File: src/rtl/bmcd_pkg.sv
// shared constants, codes and types of the button multi-click detector
`default_nettype none

package bmcd_pkg;

	localparam int NUM_BUTTONS_DEF = 8;
	localparam int TICK_WIDTH_DEF  = 16;

	localparam int REQ_W   = 2;
	localparam int ID_W    = 3;
	localparam int EV_W    = 2;
	localparam int CNT_W   = 8;
	localparam int CFG_W   = 16;
	localparam int CFG_IDX_W = 2;

	localparam int S_TDATA_W = 8;
	localparam int S_TUSER_W = 2;
	localparam int M_TDATA_W = 24;

	// request kinds
	localparam logic [REQ_W-1:0] REQ_SCAN  = 2'd0;
	localparam logic [REQ_W-1:0] REQ_READ  = 2'd1;
	localparam logic [REQ_W-1:0] REQ_CLEAR = 2'd2;

	// slot events
	localparam logic [EV_W-1:0] EV_IDLE      = 2'd0;
	localparam logic [EV_W-1:0] EV_PRESSED   = 2'd1;
	localparam logic [EV_W-1:0] EV_REPRESSED = 2'd2;
	localparam logic [EV_W-1:0] EV_LONG      = 2'd3;

	localparam logic [CNT_W-1:0] LONG_REPORT = 8'hFF;
	localparam logic [CNT_W-1:0] CLICK_MAX   = 8'd254;

	// register indexes
	localparam logic [CFG_IDX_W-1:0] REG_DEBOUNCE     = 2'd0;
	localparam logic [CFG_IDX_W-1:0] REG_CLICK_WINDOW = 2'd1;
	localparam logic [CFG_IDX_W-1:0] REG_REPRESS      = 2'd2;
	localparam logic [CFG_IDX_W-1:0] REG_LONG_PRESS   = 2'd3;

	localparam logic [CFG_W-1:0] DEBOUNCE_RST     = 16'd5;
	localparam logic [CFG_W-1:0] CLICK_WINDOW_RST = 16'd25;
	localparam logic [CFG_W-1:0] REPRESS_RST      = 16'd15;
	localparam logic [CFG_W-1:0] LONG_PRESS_RST   = 16'd100;

	typedef struct packed {
		logic [CFG_W-1:0] long_press;
		logic [CFG_W-1:0] repress_window;
		logic [CFG_W-1:0] click_window;
		logic [CFG_W-1:0] debounce;
	} cfg_t;

endpackage

`default_nettype wire

File: src/rtl/bmcd_cfg_regs.sv
// timing configuration registers of the button multi-click detector
`default_nettype none

module bmcd_cfg_regs (
	input  wire logic                          clk,
	input  wire logic                          arst_n,
	input  wire logic                          cfg_valid,
	output logic                               cfg_ready,
	input  wire logic [bmcd_pkg::CFG_IDX_W-1:0] cfg_index,
	input  wire logic [bmcd_pkg::CFG_W-1:0]    cfg_data,
	output bmcd_pkg::cfg_t                     cfg
);

	bmcd_pkg::cfg_t cfg_q;

	assign cfg_ready = 1'b1;
	assign cfg       = cfg_q;

	always_ff @(posedge clk or negedge arst_n) begin
		if (!arst_n) begin
			cfg_q.debounce       <= bmcd_pkg::DEBOUNCE_RST;
			cfg_q.click_window   <= bmcd_pkg::CLICK_WINDOW_RST;
			cfg_q.repress_window <= bmcd_pkg::REPRESS_RST;
			cfg_q.long_press     <= bmcd_pkg::LONG_PRESS_RST;
		end else if (cfg_valid) begin
			case (cfg_index)
				bmcd_pkg::REG_DEBOUNCE:     cfg_q.debounce       <= cfg_data;
				bmcd_pkg::REG_CLICK_WINDOW: cfg_q.click_window   <= cfg_data;
				bmcd_pkg::REG_REPRESS:      cfg_q.repress_window <= cfg_data;
				bmcd_pkg::REG_LONG_PRESS:   cfg_q.long_press     <= cfg_data;
				default: begin
				end
			endcase
		end
	end

endmodule

`default_nettype wire

File: src/rtl/bmcd_slot_mem.sv
// per-button slot memory, one write and one registered read per cycle
`default_nettype none

module bmcd_slot_mem #(
	parameter int DEPTH  = bmcd_pkg::NUM_BUTTONS_DEF,
	parameter int DATA_W = 50,
	parameter int AW     = (DEPTH > 1) ? $clog2(DEPTH) : 1
) (
	input  wire logic              clk,
	input  wire logic              arst_n,
	input  wire logic              rd_en,
	input  wire logic [AW-1:0]     rd_addr,
	output logic [DATA_W-1:0]      rd_data,
	output logic                   rd_valid,
	input  wire logic              wr_en,
	input  wire logic [AW-1:0]     wr_addr,
	input  wire logic [DATA_W-1:0] wr_data
);

	logic [DATA_W-1:0] mem [DEPTH];
	logic [DEPTH-1:0]  written_q;
	logic [DATA_W-1:0] rd_data_q;
	logic              rd_valid_q;

	assign rd_data  = rd_data_q;
	assign rd_valid = rd_valid_q;

	// read returns the old entry when the same entry is written at that edge
	always_ff @(posedge clk) begin
		if (wr_en) begin
			mem[wr_addr] <= wr_data;
		end
		if (rd_en) begin
			rd_data_q <= mem[rd_addr];
		end
	end

	// an entry never written since reset reads with rd_valid low
	always_ff @(posedge clk or negedge arst_n) begin
		if (!arst_n) begin
			written_q  <= '0;
			rd_valid_q <= 1'b0;
		end else begin
			if (rd_en) begin
				rd_valid_q <= written_q[rd_addr];
			end
			if (wr_en) begin
				written_q[wr_addr] <= 1'b1;
			end
		end
	end

endmodule

`default_nettype wire

File: src/rtl/button_multi_click_detector.sv
// top level of the button multi-click and long-press detector
// Takes one transaction per clock cycle while the output is not stalled, scans of
// different buttons and of the same button back to back alike. A transaction
// reads its button's slot from the slot memory in the cycle it is accepted, the
// slot is updated and written back as the transaction leaves stage 1, and the
// result is held in an output register; the registered memory read is bridged
// by forwarding the slot being written. Every slot reads as idle with zero
// counts straight after reset, without a clearing pass. Configuration is to be
// written only while the block is idle; the block itself does not enforce this.
`default_nettype none

module button_multi_click_detector #(
	parameter int NUM_BUTTONS = bmcd_pkg::NUM_BUTTONS_DEF,
	parameter int TICK_WIDTH  = bmcd_pkg::TICK_WIDTH_DEF
) (
	input  wire logic                           clk,
	input  wire logic                           arst_n,
	input  wire logic                           s_tvalid,
	output logic                                s_tready,
	// button_id [2:0], pressed [3], zero [7:4]
	input  wire logic [bmcd_pkg::S_TDATA_W-1:0] s_tdata,
	// req_type [1:0]
	input  wire logic [bmcd_pkg::S_TUSER_W-1:0] s_tuser,
	output logic                                m_tvalid,
	input  wire logic                           m_tready,
	// event_res [1:0], report_valid [2], report_count [10:3],
	// captured_count [18:11], zero [23:19]
	output logic [bmcd_pkg::M_TDATA_W-1:0]      m_tdata,
	input  wire logic                           cfg_valid,
	output logic                                cfg_ready,
	input  wire logic [bmcd_pkg::CFG_IDX_W-1:0] cfg_index,
	input  wire logic [bmcd_pkg::CFG_W-1:0]     cfg_data
);

	localparam int AW = (NUM_BUTTONS > 1) ? $clog2(NUM_BUTTONS) : 1;
	localparam int IW = (AW > bmcd_pkg::ID_W) ? AW : bmcd_pkg::ID_W;
	localparam int CW = (TICK_WIDTH > bmcd_pkg::CFG_W) ? TICK_WIDTH : bmcd_pkg::CFG_W;
	localparam int RES_W = bmcd_pkg::EV_W + 1 + 2 * bmcd_pkg::CNT_W;

	typedef struct packed {
		logic [TICK_WIDTH-1:0]        release_ticks;
		logic [TICK_WIDTH-1:0]        press_ticks;
		logic [bmcd_pkg::CNT_W-1:0]   captured;
		logic [bmcd_pkg::CNT_W-1:0]   clicks;
		logic [bmcd_pkg::EV_W-1:0]    event_state;
	} slot_t;

	localparam int SLOT_W = $bits(slot_t);

	bmcd_pkg::cfg_t cfg;

	// input side
	logic                         in_accept;
	logic [bmcd_pkg::REQ_W-1:0]   in_req;
	logic [bmcd_pkg::ID_W-1:0]    in_id;
	logic [IW-1:0]                in_id_ext;
	logic [AW-1:0]                in_addr;
	logic                         in_range;

	// stage 1
	logic                         vld_s1;
	logic [bmcd_pkg::REQ_W-1:0]   req_s1;
	logic [AW-1:0]                addr_s1;
	logic                         lvl_s1;
	logic                         inr_s1;
	logic                         hit_s1;
	slot_t                        fwd_s1;
	logic                         adv_s1;

	// memory
	logic [SLOT_W-1:0]            rd_data;
	logic                         rd_valid;
	logic                         wr_en;
	slot_t                        cur;
	slot_t                        nxt;

	// step results
	logic                         rep_valid;
	logic [bmcd_pkg::CNT_W-1:0]   rep_count;
	logic [bmcd_pkg::CNT_W-1:0]   cap_out;
	logic [TICK_WIDTH-1:0]        press_inc;
	logic [TICK_WIDTH-1:0]        rel_inc;
	logic [RES_W-1:0]             res;

	// output register
	logic                         out_valid_q;
	logic [RES_W-1:0]             out_data_q;

	assign in_req    = s_tuser;
	assign in_id     = s_tdata[bmcd_pkg::ID_W-1:0];
	assign in_id_ext = IW'(in_id);
	assign in_addr   = in_id_ext[AW-1:0];
	assign in_range  = (9'(in_id) < 9'(NUM_BUTTONS));

	assign adv_s1    = !out_valid_q || m_tready;
	assign s_tready  = !vld_s1 || adv_s1;
	assign in_accept = s_tvalid && s_tready;
	assign wr_en     = vld_s1 && adv_s1 && inr_s1;

	bmcd_cfg_regs u_cfg (
		.clk       (clk),
		.arst_n    (arst_n),
		.cfg_valid (cfg_valid),
		.cfg_ready (cfg_ready),
		.cfg_index (cfg_index),
		.cfg_data  (cfg_data),
		.cfg       (cfg)
	);

	bmcd_slot_mem #(
		.DEPTH  (NUM_BUTTONS),
		.DATA_W (SLOT_W),
		.AW     (AW)
	) u_mem (
		.clk      (clk),
		.arst_n   (arst_n),
		.rd_en    (in_accept),
		.rd_addr  (in_addr),
		.rd_data  (rd_data),
		.rd_valid (rd_valid),
		.wr_en    (wr_en),
		.wr_addr  (addr_s1),
		.wr_data  (nxt)
	);

	always_ff @(posedge clk or negedge arst_n) begin
		if (!arst_n) begin
			vld_s1      <= 1'b0;
			out_valid_q <= 1'b0;
		end else begin
			if (in_accept) begin
				vld_s1 <= 1'b1;
			end else if (adv_s1) begin
				vld_s1 <= 1'b0;
			end
			if (adv_s1) begin
				out_valid_q <= vld_s1;
			end
		end
	end

	// the slot written at the accept edge is caught here, the read saw the old one
	always_ff @(posedge clk) begin
		if (in_accept) begin
			req_s1  <= in_req;
			addr_s1 <= in_addr;
			lvl_s1  <= s_tdata[bmcd_pkg::ID_W];
			inr_s1  <= in_range;
			hit_s1  <= wr_en && (addr_s1 == in_addr);
			fwd_s1  <= nxt;
		end
		if (adv_s1 && vld_s1) begin
			out_data_q <= res;
		end
	end

	always_comb begin
		if (hit_s1) begin
			cur = fwd_s1;
		end else if (rd_valid) begin
			cur = slot_t'(rd_data);
		end else begin
			cur = '0;
		end
	end

	assign press_inc = (&cur.press_ticks) ? cur.press_ticks : cur.press_ticks + 1'b1;
	assign rel_inc   = (&cur.release_ticks) ? cur.release_ticks : cur.release_ticks + 1'b1;

	always_comb begin
		nxt       = cur;
		rep_valid = 1'b0;
		rep_count = '0;
		cap_out   = '0;
		case (req_s1)
			bmcd_pkg::REQ_SCAN: begin
				if (lvl_s1) begin
					nxt.press_ticks = press_inc;
					if (CW'(press_inc) < CW'(cfg.long_press)) begin
						nxt.event_state = (CW'(cur.release_ticks) < CW'(cfg.repress_window))
							? bmcd_pkg::EV_REPRESSED : bmcd_pkg::EV_PRESSED;
						nxt.release_ticks = '0;
					end else if (cur.event_state != bmcd_pkg::EV_LONG) begin
						nxt.event_state = bmcd_pkg::EV_LONG;
						nxt.captured    = bmcd_pkg::LONG_REPORT;
						nxt.clicks      = '0;
						rep_valid       = 1'b1;
						rep_count       = bmcd_pkg::LONG_REPORT;
					end
				end else begin
					nxt.release_ticks = rel_inc;
					if (CW'(cur.press_ticks) > CW'(cfg.debounce)) begin
						nxt.press_ticks = '0;
						case (cur.event_state)
							bmcd_pkg::EV_REPRESSED: begin
								if (cur.clicks < bmcd_pkg::CLICK_MAX) begin
									nxt.clicks = cur.clicks + 1'b1;
								end else begin
									nxt.clicks = bmcd_pkg::CLICK_MAX;
								end
							end
							bmcd_pkg::EV_PRESSED: nxt.clicks = bmcd_pkg::CNT_W'(1);
							bmcd_pkg::EV_LONG:    nxt.event_state = bmcd_pkg::EV_IDLE;
							default: begin
							end
						endcase
					end
					if ((CW'(rel_inc) > CW'(cfg.click_window))
						&& (nxt.event_state != bmcd_pkg::EV_IDLE)) begin
						rep_valid       = 1'b1;
						rep_count       = nxt.clicks;
						nxt.captured    = nxt.clicks;
						nxt.clicks      = '0;
						nxt.event_state = bmcd_pkg::EV_IDLE;
					end
				end
			end
			bmcd_pkg::REQ_READ: begin
				if ((cur.event_state == bmcd_pkg::EV_IDLE)
					|| (cur.event_state == bmcd_pkg::EV_LONG)) begin
					cap_out      = cur.captured;
					nxt.captured = '0;
				end
			end
			bmcd_pkg::REQ_CLEAR: begin
				nxt.clicks   = '0;
				nxt.captured = '0;
			end
			default: begin
			end
		endcase
	end

	// out-of-range buttons give an all-zero result
	assign res = inr_s1 ? {cap_out, rep_count, rep_valid, nxt.event_state} : '0;

	assign m_tvalid = out_valid_q;
	assign m_tdata  = bmcd_pkg::M_TDATA_W'(out_data_q);

	// a report only ever leaves the slot idle or long-pressed
	a_report_event: assert property (@(posedge clk) disable iff (!arst_n)
		(m_tvalid && m_tdata[2]) |-> (m_tdata[1:0] == bmcd_pkg::EV_IDLE
			|| m_tdata[1:0] == bmcd_pkg::EV_LONG))
		else $error("report with slot still pressed");

	// click counts never reach the long-press code
	a_click_count: assert property (@(posedge clk) disable iff (!arst_n)
		(m_tvalid && m_tdata[2] && m_tdata[1:0] == bmcd_pkg::EV_IDLE)
			|-> (m_tdata[10:3] != bmcd_pkg::LONG_REPORT))
		else $error("click report carries long-press count");

	// a read result and a report never share one result
	a_read_no_report: assert property (@(posedge clk) disable iff (!arst_n)
		(m_tvalid && m_tdata[18:11] != '0) |-> (!m_tdata[2] && m_tdata[10:3] == '0))
		else $error("captured count with report");

	// a stalled transaction keeps its slot
	a_s1_hold: assert property (@(posedge clk) disable iff (!arst_n)
		(vld_s1 && !adv_s1) |=> (vld_s1 && $stable(addr_s1) && $stable(req_s1)))
		else $error("stage 1 lost while stalled");

	// no write while the stage holds nothing
	a_write_valid: assert property (@(posedge clk) disable iff (!arst_n)
		wr_en |-> (vld_s1 && inr_s1))
		else $error("slot write without transaction");

endmodule

`default_nettype wire
File: config.mk
export PLATFORM = sky130hd
export DESIGN_NAME = button_multi_click_detector
export DESIGN_NICKNAME = d
export VERILOG_FILES = /design/src/rtl/bmcd_pkg.sv /design/src/rtl/bmcd_cfg_regs.sv /design/src/rtl/bmcd_slot_mem.sv /design/src/rtl/button_multi_click_detector.sv
export SDC_FILE = /design/constraint.sdc
export NUM_CORES = 1
export LEC_CHECK = 0
export BUFFER_PORTS_ARGS = -buffer_cell sky130_fd_sc_hd__buf_2
export CORE_ASPECT_RATIO = 1.5
export CORE_UTILIZATION = 50
export CTS_BUF_LIST = sky130_fd_sc_hd__clkbuf_2 sky130_fd_sc_hd__clkbuf_4 sky130_fd_sc_hd__clkbuf_8
export CTS_CLUSTER_DIAMETER = 50
export DETAILED_ROUTE_END_ITERATION = 7
export GPL_TIMING_DRIVEN = 0
export PLACE_DENSITY_LB_ADDON = 0.08
export SLEW_MARGIN = 5
export SYNTH_ARGS = -nofsm -noshare
export SYNTH_HDL_FRONTEND = slang
export SYNTH_SLANG_ARGS = --single-unit
File: constraint.sdc
create_clock -name clk -period 5.5 [get_ports clk]
set_input_delay 0.275 -clock clk [delete_from_list [all_inputs] [get_ports clk]]
set_output_delay 0.275 -clock clk [all_outputs]
set_load 0.1 [all_outputs]
==> results of run 1 <==
[metrics by stage]
| step | hold WS, ns | total power, W | util |
|---|---|---|---|
| final | 0.0899 | 0.0110 | 0.596 |
| after global routing | 0.0719 | 0.0114 | 0.596 |
| after CTS | 0.0350 | 0.0110 | 0.593 |
| after detailed placement | 0.173 | 0.00728 | 0.543 |
| after global placement | 0.446 | 0.00721 | 0.531 |
| after floorplan | -0.0206 | 0.00671 | - |
[worst register-to-register path, stage by stage (launching register included)]
cell and delay, ns:
edfxtp_1 0.40, buf_6 0.17, nor2b_1 0.18, buf_6 0.20, buf_4 0.27, a22o_1 0.27
ha_2 0.26, nand3_4 0.15, nor3_4 0.20, buf_4 0.20, nor3_1 0.11, xor2_1 0.16
ha_1 0.35, nand4_1 0.19, nor4_2 0.31, a21boi_0 0.22, o31a_1 0.27, o311ai_4 0.20
or2_2 0.36, o21bai_4 0.17, buf_12 0.16, buf_4 0.13, o221ai_4 0.14
[layout by cell type, fill, tap and decap left out, types with 29 or more instances in the layout]
cell      instances
a21oi_1          36
buf_2            51
buf_4            30
clkbuf_1         33
clkbuf_8         95
dfrtp_1          62
edfxtp_1        526
ha_1             66
inv_1            86
mux2_2          103
mux4_2          102
nand2_1         108
nand3_1          29
nor2_1           42
o21ai_0          58
[where the power goes]
part | switching (W) | total, W | internal (W)
registers | 0.000111 | 0.00553 | 0.00542
clock network | 0.00171 | 0.00361 | 0.00190
logic | 0.00119 | 0.00184 | 0.000650
[state kept, by name (all words and copies together), names as in the netlist]
register,cells
out_data_q,19
addr_s1,3
lvl_s1,1
req_s1,2
u_mem.mem,400
u_mem.rd_valid,1
vld_s1,1
m_tvalid,1
u_cfg.cfg,64
fwd_s1,50
u_mem.rd_data,50
hit_s1,1
u_mem.written_q,8
[layout make-up]
class                      count  area (sq um)
buffer                        69           360
fill                        3910         20600
inverter                      87           332
tap                          669           837
antenna                        1          2.50
timing repair buffer         133          1240
clock buffer                 117          1470
multi-input combinational    836          8140
clock inverter                43           288
sequential                   601         17700
[path summary, 6_finish.rpt]
| check | to | cells after the start | from |
|---|---|---|---|
| hold reg to reg | u_mem.written_q[7]$_DFFE_PN0P_ | 1 | u_mem.written_q[7]$_DFFE_PN0P_ |
| hold / removal | u_cfg.cfg[0]$_DFFE_PN1P_ | 3 | cfg_index[0] |
| max in group asynchronous | u_cfg.cfg[7]$_DFFE_PN0P_ | 3 | arst_n |
| setup reg to reg | u_mem.mem[4][11]$_DFFE_PP_ | 22 | hit_s1$_DFFE_PP_ |
| min in group asynchronous | u_cfg.cfg[2]$_DFFE_PN1P_ | 2 | arst_n |
| setup / recovery | u_mem.mem[4][11]$_DFFE_PP_ | 22 | hit_s1$_DFFE_PP_ |
[per-layer routing]
layer / vias to the layer above / part of all wire / GRT usage
met5: - / 0 / 0
met4: 0 / 0.030 / 0.0974
met3: 117 / 0.055 / 0.0405
met2: 506 / 0.50 / 0.419
met1: 7705 / 0.41 / 0.318
li1: 6705 / - / -
[cells by family (layout without fill, tap and decap cells)]
group	count (synthesis)	count (layout)	synth area share
flops	601	601	0.681
simple gates	287	287	0.0552
compound gates	237	238	0.0611
mux	211	211	0.136
buf+inv	157	449	0.0249
fa+ha+maj	68	68	0.0328
xor+xnor	26	26	0.00877
other cells	2	7	0.000289
[repair_timing]
action / 4_1_cts / 5_1_grt
pin swaps: 7 / 6
resized for setup: 62 / 30
buffers inserted: 14 / 2
hold endpoints to repair: 140 / 0
hold buffers: 27 / 0
gates cloned: 0 / 1
setup endpoints to repair: 461 / 326
==> run metrics, run 1 <==
result of the run=completed; Core ar.=0.0509 sq mm; clk slew on worst S/H paths=0.07 ns; TritonCTS clock tree=done; worst-path fanout max=10; Netlist cell types=77; Synth area leader=edfxtp_1; CTS Buf Count=89; First-pass DRT Iterations=5; Final min period=5.38 ns; yosys warns=0; num ports=60; largest net degree at the start of global routing=67; HP Class=primary input to flip-flop; crit path DAT=5.76 ns; average vias per placed instance=5.88; die area=0.0528 sq mm; Final Instance Area=0.0304 sq mm; Post-Syn Area=0.0260 sq mm; Clk Latency, worst-skew pair=0.68 ns; first-pass GRT wire length=95,200 um; top post-synthesis cells by area=edfxtp_1, mux4_2, dfrtp_1; async set-or-reset flop fraction in the synthesized netlist=0.125; Worst Setup Start Kind=flip-flop; Rows=101; Root Driver=clkbuf_8; Crit Path Class=flip-flop to flip-flop; # H-tree levels=3; CTS Sinks=601; Crit path buffers/inverters=6; Worst path slowest cell=edfxtp_1; Slew headroom=0.127; Post-DP HPWL=43,100 um; family with the most delay on the worst path=simple AND/OR/NAND/NOR gates; TNS Setup=0 ns; worst vdd ir=0.229 mV; Die Wd=188 um; total gr overflow=0; Final period util=0.977; GRT Overall Usage=0.247; worst slew pin tran=1.31 ns; routed wire length=64,200 um; top-area cell type share of the netlist area=0.609; Final setup viols=0; antenna viol nets, final=0; crit path cell chain=buf_6 -> nor2b_1 -> buf_6 -> buf_4 -> a22o_1 -> ha_2 -> nand3_4 -> nor3_4 -> buf_4 -> nor3_1 -> xor2_1 -> ha_1 -> nand4_1 -> nor4_2 -> a21boi_0 -> o31a_1 -> o311ai_4 -> or2_2 -> o21bai_4 -> buf_12 -> buf_4 -> o221ai_4; Final Slew Violations=0; layout cell share with drive strength beyond 1=0.299; top achievable clock speed=186 MHz; Final Hold Viols=0; CP Capture Type=flip-flop; sequential area share after synthesis=0.681; max-cap viol count=0; Cells after Synth=1,589; clk_skew=0.0305 ns; routed len/inst=25.1 um; EDFF count, synth=526; setup slack after layout=0.125 ns; I/O Buffers=49; PD cells=362 mW/mm^2; maximum clock path buffer count=3; Iter 0 DRT Violations=1,230; Layout area overhead=16.9%; crit-path max cell delay=0.40 ns; Via Count=15,033; main flop type after synthesis=edfxtp_1; final net count=1,918; Synth top cells by count=edfxtp_1, nand2_1, mux2_2, mux4_2, inv_1; DRC violations left=0; Yosys reg bits=601; Critical Path RT=5.88 ns; most frequent cell after synthesis=edfxtp_1; area post-placement=0.0277 sq mm; Leakage=10.9 nW; vias in the first global route=15,579; die height=281 um; initial antenna violation count=1; Reg2Reg Setup Slack=0.12 ns; GP Congestion=0.884; Initial Utilization=0.510; pre-CTS setup slack=-1.99 ns; placed cell count=2,352; CP dominant cell by count=buf_4; Non-Filler Instances=2,556; synthesized area per cell=16.3 sq um
Power figures use the tool's default switching activity.
==> run 2: changes to the inputs <==
SLEW_MARGIN = unset   (was 5)
clock period = 5.37 ns   (was 5.5 ns; I/O delays follow)
==> run metrics, run 2 (synthesized netlist as in run 1, its figures left out) <==
result of the run=completed (unchanged); routed len/inst=24.9 um (was 25.1 um); worst-path fanout max=10 (unchanged); PD cells=370 mW/mm^2 (was 362 mW/mm^2); RSZ-0062 raised after global routing=yes; First-pass DRT Iterations=6 (was 5); crit path from=u_mem.rd_valid$_DFFE_PN0P_ (was hit_s1$_DFFE_PP_); Final min period=5.21 ns (was 5.38 ns); CTS Sinks=601 (unchanged); Worst Setup Start Kind=flip-flop (unchanged); Slew headroom=0.151 (was 0.127); crit path DAT=5.59 ns (was 5.76 ns); num ports=60 (unchanged); clk slew on worst S/H paths=0.06 ns (was 0.07 ns); Layout area overhead=17.1% (was 16.9%); # H-tree levels=3 (unchanged); vias in the first global route=15,667 (was 15,579); TritonCTS clock tree=done (unchanged); worst vdd ir=0.221 mV (was 0.229 mV); Clk Latency, worst-skew pair=0.70 ns (was 0.68 ns); Initial Utilization=0.510 (unchanged); antenna viol nets, final=0 (unchanged); die height=281 um (unchanged); Post-DP HPWL=42,900 um (was 43,100 um); max reg flops=400 (unchanged); CTS Buf Count=90 (was 89); first-pass GRT wire length=95,900 um (was 95,200 um); max-cap viol count=0 (unchanged); total gr overflow=0 (unchanged); TNS Setup=0 ns (unchanged); most common cell after layout, fill and taps aside=edfxtp_1 (unchanged); GP Congestion=0.884 (unchanged); Rows=101 (unchanged); final net count=1,920 (was 1,918); routed wire length=63,700 um (was 64,200 um); CP Capture Type=flip-flop (unchanged); layout cell share with drive strength beyond 1=0.302 (was 0.299); largest net degree at the start of global routing=67 (unchanged); average vias per placed instance=5.86 (was 5.88); Root Driver=clkbuf_8 (unchanged); reg2reg start=u_mem.rd_valid$_DFFE_PN0P_ (was hit_s1$_DFFE_PP_); Final Slew Violations=0 (unchanged); Crit Path Class=flip-flop to flip-flop (unchanged); Iter 0 DRT Violations=1,101 (was 1,230); clk_skew=0.0319 ns (was 0.0305 ns); Final Instance Area=0.0304 sq mm (about the same); Leakage=10.9 nW (about the same); HP Class=primary input to flip-flop (unchanged); Critical Path RT=5.75 ns (was 5.88 ns); Final Hold Viols=0 (unchanged); area post-placement=0.0277 sq mm (about the same); Die Wd=188 um (unchanged); HP Start=cfg_index[1] (was cfg_index[0]); register with the most flip-flops=u_mem.mem (unchanged); Core ar.=0.0509 sq mm (unchanged); top achievable clock speed=192 MHz (was 186 MHz); GRT Overall Usage=0.248 (was 0.247); Via Count=14,971 (was 15,033); initial antenna violation count=1 (unchanged); maximum clock path buffer count=3 (unchanged); worst hold slack=0.0461 ns (was 0.0899 ns); DRC violations left=0 (unchanged); worst slew pin tran=1.26 ns (was 1.31 ns); die area=0.0528 sq mm (unchanged); I/O Buffers=49 (unchanged); Final period util=0.970 (was 0.977); Final setup viols=0 (unchanged); most frequent cells in the layout=edfxtp_1, nand2_1, mux2_2, mux4_2, clkbuf_8 (unchanged)
## run 2: cell types whose count changed in the layout (fill, tap and decap cells not counted), sizes merged
| cell | previous run | this run |
|---|---|---|
| clkinv | 36 | 28 |
| o221ai | 10 | 9 |
| buf | 137 | 139 |
| clkinvlp | 1 | 4 |
| inv | 90 | 89 |
| clkbuf | 154 | 157 |
## run 2: routing by layer
layer  wire, um  share of wire  GRT usage  vias up
met5          0              0          0        -
met2      32100           0.50      0.423      482
met1      26500           0.42      0.321     7670
met4       1900          0.030     0.0996        0
met3       3170          0.050     0.0350      111
li1           -              -          -     6708
## run 2: area by class of cell
| class | count | area (sq um) |
|---|---|---|
| Tap cell | 669 | 837 |
| Inverter | 87 | 332 |
| Sequential cell | 601 | 17700 |
| Antenna cell | 1 | 2.50 |
| Fill cell | 3897 | 20500 |
| Buffer | 69 | 383 |
| Clock buffer | 120 | 1500 |
| Clock inverter | 37 | 258 |
| Multi-Input combinational cell | 835 | 8130 |
| Timing Repair Buffer | 135 | 1280 |
## run 2: worst max-delay path, cell delays in order, from the launching register on
cell and delay [ns]:
dfrtp_2 0.47, buf_4 0.26, buf_4 0.27, nand3b_1 0.13, a222oi_1 0.32, nand4_1 0.28
nor3_4 0.23, buf_4 0.19, buf_4 0.12, inv_1 0.07, nand2_1 0.15, ha_1 0.17
nand4_1 0.19, nor4_2 0.34, a21boi_0 0.23, o31a_1 0.28, o311ai_4 0.20, or2_2 0.36
o21bai_4 0.17, buf_12 0.17, buf_4 0.13, o221ai_4 0.14
## run 2: through the flow
step / cells / utilization / power, W / setup slack, ns
2_1_floorplan: 1593 / - / 0.00688 / 0.215
3_3_place_gp: 2311 / 0.531 / 0.00739 / -3.63
3_5_place_dp: 2349 / 0.543 / 0.00745 / -2.15
4_1_cts: 2546 / 0.594 / 0.0113 / -0.00842
5_1_grt: 2554 / 0.597 / 0.0117 / -0.0236
6_report: 2554 / 0.597 / 0.0113 / 0.158
## run 2: timing repair
action                                  in CTS  in global routing
endpoints found under the setup margin     461                326
endpoints found under the hold margin      140                  0
pin swaps                                    9                 11
gates cloned                                 0                  0
resized for setup                           74                 33
hold buffers                                27                  0
buffers inserted                            14                  7
## run 2: power by group
| group | leakage [nW] | internal, W | switching, W |
|---|---|---|---|
| logic | 4.21 | 0.000671 | 0.00120 |
| clock network | 0.918 | 0.00196 | 0.00176 |
| registers | 5.78 | 0.00555 | 0.000115 |
| total | 10.9 | 0.00818 | 0.00307 |
## run 2: path summary, 6_finish.rpt
check                                            endpoint  slack (ns)  cells past startpoint
max                            u_mem.mem[4][11]$_DFFE_PP_        0.16                     21
min                              u_cfg.cfg[0]$_DFFE_PN1P_        0.05                      3
max reg2reg                    u_mem.mem[4][11]$_DFFE_PP_        0.16                     21
min reg2reg                u_mem.written_q[3]$_DFFE_PN0P_        0.47                      1
max in group asynchronous        u_cfg.cfg[5]$_DFFE_PN0P_        4.14                      3
min in group asynchronous        u_cfg.cfg[0]$_DFFE_PN1P_        0.15                      2
